==> src/sv/ppr_pkg.sv <==
// ----------------------------------------------------------------------------
// ppr_pkg: shared types and constants for the parallel printer port receiver
// Phase codes, register indexes, reset values and the result beat layout.
// ----------------------------------------------------------------------------
package ppr_pkg;

    localparam int CFG_IDX_W   = 2;
    localparam int CFG_DATA_W  = 24;
    localparam int ACK_LEN_W   = 16;
    localparam int IDLE_CNT_W  = 24;

    localparam logic [CFG_IDX_W-1:0] CFG_ACK_LENGTH   = 2'd0;
    localparam logic [CFG_IDX_W-1:0] CFG_IDLE_TIMEOUT = 2'd1;

    localparam logic [ACK_LEN_W-1:0]  ACK_LENGTH_RST   = 16'd500;
    localparam logic [IDLE_CNT_W-1:0] IDLE_TIMEOUT_RST = 24'd4000;
    localparam logic [IDLE_CNT_W-1:0] IDLE_CNT_MAX     = 24'hFF_FFFF;

    typedef enum logic [1:0] {
        PH_IDLE = 2'd0,
        PH_WAIT = 2'd1,
        PH_ACK  = 2'd2
    } phase_t;

    typedef struct packed {
        logic       busy_res;
        logic       ack_n;
        logic       byte_valid;
        logic [7:0] byte_out;
        logic       job_active;
        logic       job_end;
    } result_t;

endpackage

==> src/sv/parallel_printer_port_receiver_unit.sv <==
// ----------------------------------------------------------------------------
// parallel_printer_port_receiver_unit: printer parallel port, peripheral side
// Takes one line sample per beat and returns one beat of driven line state.
// ----------------------------------------------------------------------------
// Each accepted sample (strobe, data, timebase tick) yields exactly one result
// beat, holding busy, ack, the latched byte and job status. One sample is
// accepted every cycle while s_ready is high: the full update is a single pass
// through the core logic into the result register, and a one-entry skid stage
// keeps s_ready registered while m_ready is low. Throughput is one beat per
// cycle while m_ready is high. Config registers (ack_length, idle_timeout) are
// written through cfg_we/cfg_index/cfg_wdata; the user must write them only
// while the block is idle (not enforced); unknown indexes are ignored.
module parallel_printer_port_receiver_unit
    import ppr_pkg::*;
(
    input  logic                  aclk,
    input  logic                  aresetn,
    input  logic                  cfg_we,
    input  logic [CFG_IDX_W-1:0]  cfg_index,
    input  logic [CFG_DATA_W-1:0] cfg_wdata,
    input  logic                  s_valid,
    output logic                  s_ready,
    input  logic                  s_strobe_n,
    input  logic [7:0]            s_data_lines,
    input  logic                  s_time_tick,
    output logic                  m_valid,
    input  logic                  m_ready,
    output logic                  m_busy_res,
    output logic                  m_ack_n,
    output logic                  m_byte_valid,
    output logic [7:0]            m_byte_out,
    output logic                  m_job_active,
    output logic                  m_job_end
);

    logic    in_beat;
    result_t core_result;
    result_t out_result;

    assign in_beat = s_valid && s_ready;

    ppr_core u_core (
        .aclk       (aclk),
        .aresetn    (aresetn),
        .cfg_we     (cfg_we),
        .cfg_index  (cfg_index),
        .cfg_wdata  (cfg_wdata),
        .step       (in_beat),
        .strobe_n   (s_strobe_n),
        .data_lines (s_data_lines),
        .time_tick  (s_time_tick),
        .result     (core_result)
    );

    ppr_obuf u_obuf (
        .aclk       (aclk),
        .aresetn    (aresetn),
        .push       (in_beat),
        .push_data  (core_result),
        .push_ready (s_ready),
        .out_valid  (m_valid),
        .out_ready  (m_ready),
        .out_data   (out_result)
    );

    assign m_busy_res   = out_result.busy_res;
    assign m_ack_n      = out_result.ack_n;
    assign m_byte_valid = out_result.byte_valid;
    assign m_byte_out   = out_result.byte_out;
    assign m_job_active = out_result.job_active;
    assign m_job_end    = out_result.job_end;

endmodule

==> src/sv/ppr_core.sv <==
// ----------------------------------------------------------------------------
// ppr_core: handshake state and result logic
// Holds the line state, counters and config registers; computes one result
// per accepted sample and advances the state on that beat.
// ----------------------------------------------------------------------------
module ppr_core
    import ppr_pkg::*;
(
    input  logic                  aclk,
    input  logic                  aresetn,
    input  logic                  cfg_we,
    input  logic [CFG_IDX_W-1:0]  cfg_index,
    input  logic [CFG_DATA_W-1:0] cfg_wdata,
    input  logic                  step,
    input  logic                  strobe_n,
    input  logic [7:0]            data_lines,
    input  logic                  time_tick,
    output result_t               result
);

    logic [ACK_LEN_W-1:0]  ack_length_reg;
    logic [IDLE_CNT_W-1:0] idle_timeout_reg;

    logic                  last_strobe_reg, last_strobe_next;
    phase_t                phase_reg, phase_next;
    logic                  pending_reg, pending_next;
    logic                  busy_reg, busy_next;
    logic [ACK_LEN_W-1:0]  ack_cnt_reg, ack_cnt_next;
    logic [IDLE_CNT_W-1:0] idle_cnt_reg, idle_cnt_next;
    logic                  job_reg, job_next;
    logic                  byte_valid;
    logic [7:0]            byte_out;
    logic                  job_end;

    always_ff @(posedge aclk) begin
        if (!aresetn) begin
            ack_length_reg   <= ACK_LENGTH_RST;
            idle_timeout_reg <= IDLE_TIMEOUT_RST;
        end else if (cfg_we) begin
            if (cfg_index == CFG_ACK_LENGTH) begin
                ack_length_reg <= cfg_wdata[ACK_LEN_W-1:0];
            end else if (cfg_index == CFG_IDLE_TIMEOUT) begin
                idle_timeout_reg <= cfg_wdata[IDLE_CNT_W-1:0];
            end
        end
    end

    always_comb begin
        last_strobe_next = strobe_n;
        pending_next     = pending_reg;
        busy_next        = busy_reg;
        phase_next       = phase_reg;
        ack_cnt_next     = ack_cnt_reg;
        job_next         = job_reg;
        idle_cnt_next    = idle_cnt_reg;
        byte_valid       = 1'b0;
        byte_out         = 8'd0;
        job_end          = 1'b0;

        // falling strobe edge
        if (last_strobe_reg && !strobe_n) begin
            pending_next = 1'b1;
            busy_next    = 1'b1;
        end

        if (time_tick && idle_cnt_reg != IDLE_CNT_MAX) begin
            idle_cnt_next = idle_cnt_reg + 1'b1;
        end

        case (phase_reg)
            PH_WAIT: begin
                if (strobe_n) begin
                    byte_valid    = 1'b1;
                    byte_out      = data_lines;
                    idle_cnt_next = '0;
                    busy_next     = pending_next;
                    ack_cnt_next  = ack_length_reg;
                    phase_next    = PH_ACK;
                end
            end
            PH_ACK: begin
                // zero length behaves as one
                if (ack_cnt_reg <= ACK_LEN_W'(1)) begin
                    ack_cnt_next = '0;
                    phase_next   = PH_IDLE;
                end else begin
                    ack_cnt_next = ack_cnt_reg - 1'b1;
                end
            end
            default: begin
                phase_next = PH_IDLE;
                if (pending_next) begin
                    pending_next  = 1'b0;
                    job_next      = 1'b1;
                    idle_cnt_next = '0;
                    phase_next    = PH_WAIT;
                end
            end
        endcase

        if (phase_next == PH_IDLE && !pending_next && job_next &&
            idle_cnt_next > idle_timeout_reg) begin
            job_next = 1'b0;
            job_end  = 1'b1;
        end

        result.busy_res   = busy_next;
        result.ack_n      = (phase_next != PH_ACK);
        result.byte_valid = byte_valid;
        result.byte_out   = byte_out;
        result.job_active = job_next;
        result.job_end    = job_end;
    end

    always_ff @(posedge aclk) begin
        if (!aresetn) begin
            last_strobe_reg <= 1'b1;
            phase_reg       <= PH_IDLE;
            pending_reg     <= 1'b0;
            busy_reg        <= 1'b0;
            ack_cnt_reg     <= '0;
            idle_cnt_reg    <= '0;
            job_reg         <= 1'b0;
        end else if (step) begin
            last_strobe_reg <= last_strobe_next;
            phase_reg       <= phase_next;
            pending_reg     <= pending_next;
            busy_reg        <= busy_next;
            ack_cnt_reg     <= ack_cnt_next;
            idle_cnt_reg    <= idle_cnt_next;
            job_reg         <= job_next;
        end
    end

endmodule

==> src/sv/ppr_obuf.sv <==
// ----------------------------------------------------------------------------
// ppr_obuf: result register with skid stage
// Output register plus one skid entry so the input side's ready comes from a
// register; one more result is taken while the result side stalls.
// ----------------------------------------------------------------------------
module ppr_obuf
    import ppr_pkg::*;
(
    input  logic    aclk,
    input  logic    aresetn,
    input  logic    push,
    input  result_t push_data,
    output logic    push_ready,
    output logic    out_valid,
    input  logic    out_ready,
    output result_t out_data
);

    logic    out_valid_reg;
    result_t out_reg;
    logic    skid_valid_reg;
    result_t skid_reg;

    assign push_ready = !skid_valid_reg;
    assign out_valid  = out_valid_reg;
    assign out_data   = out_reg;

    always_ff @(posedge aclk) begin
        if (!aresetn) begin
            out_valid_reg  <= 1'b0;
            skid_valid_reg <= 1'b0;
        end else if (!out_valid_reg || out_ready) begin
            // output slot frees up this cycle
            if (skid_valid_reg) begin
                out_reg        <= skid_reg;
                out_valid_reg  <= 1'b1;
                skid_valid_reg <= 1'b0;
            end else begin
                out_valid_reg <= push;
                if (push) begin
                    out_reg <= push_data;
                end
            end
        end else if (push) begin
            skid_reg       <= push_data;
            skid_valid_reg <= 1'b1;
        end
    end

endmodule

==> config.mk <==
export PLATFORM = sky130hd
export DESIGN_NAME = parallel_printer_port_receiver_unit
export DESIGN_NICKNAME = d
export VERILOG_FILES = /design/src/sv/ppr_pkg.sv /design/src/sv/parallel_printer_port_receiver_unit.sv /design/src/sv/ppr_core.sv /design/src/sv/ppr_obuf.sv
export SDC_FILE = /design/constraint.sdc
export NUM_CORES = 1
export LEC_CHECK = 0
export BUFFER_PORTS_ARGS = -buffer_cell sky130_fd_sc_hd__buf_4
export CAP_MARGIN = 25
export CORE_MARGIN = 5
export CORE_UTILIZATION = 60
export CTS_BUF_LIST = sky130_fd_sc_hd__clkbuf_8
export CTS_CLUSTER_DIAMETER = 120
export DETAILED_ROUTE_END_ITERATION = 8
export GPL_ROUTABILITY_DRIVEN = 0
export PLACE_DENSITY = 0.8
export RECOVER_POWER = 25
export SLEW_MARGIN = 15
export SYNTH_ARGS = -nofsm -noshare
export SYNTH_HDL_FRONTEND = slang
export SYNTH_SLANG_ARGS = --single-unit
==> constraint.sdc <==
create_clock -name aclk -period 4.8 [get_ports aclk]
set_clock_uncertainty 0.15 [all_clocks]
set_input_delay 0.96 -clock aclk [delete_from_list [all_inputs] [get_ports aclk]]
set_output_delay 0.96 -clock aclk [all_outputs]
set_load 0.01 [all_outputs]
==> out/qor.yml <==
run_status:
  run_status: "completed"
worst_setup_path:
  critPathLaunchType: "primary input"
  max_stage_delay_ns: 0.97
  setup.worst_path.class: "in -> reg"
  worstPathArrival_ns: 4.15
  path_max_fanout: 66
  cp.required_ns: 4.79
  worst_path_max_delay_cell: "clkbuf_1"
  crit_path_end_kind: "flop"
  worstPathCellList: "clkbuf_1 > clkinv_1 > clkbuf_2 > nor3b_2 > buf_4"
die:
  start_util_pct: 61.9
  die_area_um2: 12300
  core-area_um2: 9860
  die_w_um: 111
  die_height_um: 111
  row_count: 36
  io_pins: 56
clock_network:
  cts_made_buffers: 17
  clock_sinks: 114
  post-cts-setup-buffers: 0
  cts_resized: 0
  insertion_delay_ns: 0.43
  htree_levels: 4
  clock_path_buffers: 2
  hold_buffers: 0
  path_clk_slew_ns: 0.06
  cts_tree: "built"
  cts_root_buf: "clkbuf_8"
logic_synthesis:
  synthFlopType: "dfxtp_1"
  synth_seq_area_share_pct: 41.6
  yosys_warnings: 0
  synth-edff-count: 26
  synth_top_area_share_pct: 28.9
  synth_commonest_cells: "nand2_1, dfxtp_1, a21oi_1, nor2_1, inv_1"
  yosys-top-cells-area: "dfxtp_1, edfxtp_1, nand2_1, a21oi_1, ha_1"
  yosys.area.top_type: "dfxtp_1"
  synth_cells: 733
  syn_avg_cell_area_um2: 8.33
  netlist-cell-type-count: 60
  ys_ff_latch: 114
  synth_most_common_cell: "nand2_1"
  async_flop_share_pct: 0
  syn_area_um2: 6100
  syn-num-nets: 803
detailed_routing:
  drc: 0
  dr.pass1.iters: 5
  route.vias.total: 5581
  drtAntennaViolNets: 0
  via_per_inst: 6.05
  drt-wirelength-per-cell_um: 16.5
  drt_iter0_drc: 406
  drt_wl_total_mm: 15.2
sta:
  rsz0062_at_grt: "no"
  setup_viol: 0
  worst_slew_pin_slew_ns: 1.46
  finalCriticalPeriod_ns: 4.16
  setup_ws_ns: 0.643
  tns_ns: 0
  max_slew_margin_pct: 2.65
  fmax_mhz: 241
  fin_crit_sh_pct: 86.6
  drv_slew: 0
  hold_viol_final: 0
  holdWs_ns: 0.306
global_routing:
  grt_max_degree: 67
  grt_pass1_wl_mm: 25.0
  grt-ovfl-total: 0
  antenna_found_initial: 0
  track_usage_pct: 24.7
  grt_pass1_vias: 5183
pwr:
  p_int_mw: 1.58
  p_clk_share_pct: 40.1
  p_leak_nw: 2.73
  combinationalPowerShare_pct: 11.1
  max-vdd-ir-drop_mv: 0.243
  p_seq_share_pct: 48.7
  netSwitchingFraction_pct: 24.7
  total_power_mw: 2.10
  p_switching_mw: 0.520
  power.density_nw_per_um2: 300
layout:
  syn_to_final_growth_pct: 14.8
  nets: 846
  fin_util_pct: 71.1
  diodes: 0
  layout-drive-gt1-share_pct: 14.8
min_path:
  hp-class: "reg -> reg"
run:
  cap_violations: 0
placed_design:
  detailed_place_hpwl_mm: 10.5
  port_buffers: 55
  dp_slack_ns: 0.622
[path summary, 6_finish.rpt]
kind / endpoint / cells past startpoint / slack, ns / startpoint
setup / recovery: u_obuf.out_data[10] / 5 / 0.64 / aresetn
hold / removal: u_core.idle_timeout_reg[20] / 2 / 0.31 / u_core.idle_timeout_reg[20]
setup reg to reg: u_obuf.out_data[0] / 15 / 0.73 / u_core.idle_cnt_reg[0]
hold reg to reg: u_core.idle_timeout_reg[20] / 2 / 0.31 / u_core.idle_timeout_reg[20]
[cells in the final DEF, fill, tap and decap left out, drive strengths merged, types with 3 or more instances in the layout]
cell / Yosys / final
and4: 6 / 6
or3: 22 / 22
nor3: 7 / 7
a31oi: 16 / 16
clkbuf: 32 / 25
nand4: 18 / 18
nand3: 25 / 25
nor4: 6 / 6
nor2: 55 / 55
nor3b: 4 / 4
mux2: 11 / 11
o21ai: 38 / 38
o31ai: 4 / 4
o211ai: 10 / 10
xor2: 21 / 21
dfxtp: 88 / 88
edfxtp: 26 / 26
a21oi: 73 / 73
a32oi: 3 / 3
a21o: 3 / 3
nor2b: 4 / 4
xnor2: 4 / 4
a22oi: 6 / 6
nand2: 117 / 117
and3: 12 / 12
a32o: 3 / 3
buf: 12 / 66
nand2b: 3 / 3
inv: 40 / 44
clkinv: 0 / 4
and2: 3 / 3
a221oi: 7 / 7
or4: 3 / 3
ha: 29 / 29
o32ai: 3 / 3
[per-stage QoR]
stage	instances	area (um2)
2_1_floorplan	733	6100
3_3_place_gp	887	6610
3_5_place_dp	887	6610
4_1_cts	919	6990
5_1_grt	922	7010
6_report	922	7010
[worst max-delay path: cells and delay by family]
kind,cells,cell delay (ns)
buffers and inverters,4,2.37
and+or+nand+nor,1,0.81
[power by group through the flow]
stage,clock network [mW],registers (mW),logic [mW]
after floorplan,0,1.04,0.143
final,0.843,1.02,0.234
after global routing,0.904,1.03,0.258
after CTS,0.858,1.02,0.231
after global placement,0,1.04,0.223
after detailed placement,0,1.04,0.230
[logic make-up after synthesis]
group | count (synthesis) | share of synthesized area (%)
AO/OA/AOI/OAI | 178 | 17.9
XOR/XNOR | 25 | 3.59
adder cells (fa/ha/maj) | 29 | 5.94
buffers and inverters | 84 | 5.31
flip-flops | 114 | 41.6
multiplexers | 13 | 2.36
AND/OR/NAND/NOR | 290 | 23.3
[final cells by class]
cell class	count	area, um2
sequential	114	2540
multi-input combinational	535	3260
clock buffer	23	317
tap	133	166
inverter	40	150
timing repair buffer	68	508
clock inverter	9	63.8
fill	776	2860
[routing by layer]
| layer | GRT usage (%) | up-vias | wire (um) |
|---|---|---|---|
| met4 | 8.62 | 0 | 333 |
| met3 | 7.26 | 25 | 1280 |
| met2 | 38.4 | 237 | 7010 |
| li1 | - | 2695 | - |
| met1 | 32.7 | 2624 | 6560 |
| met5 | 0 | - | 0 |
Power figures use the tool's default switching activity.
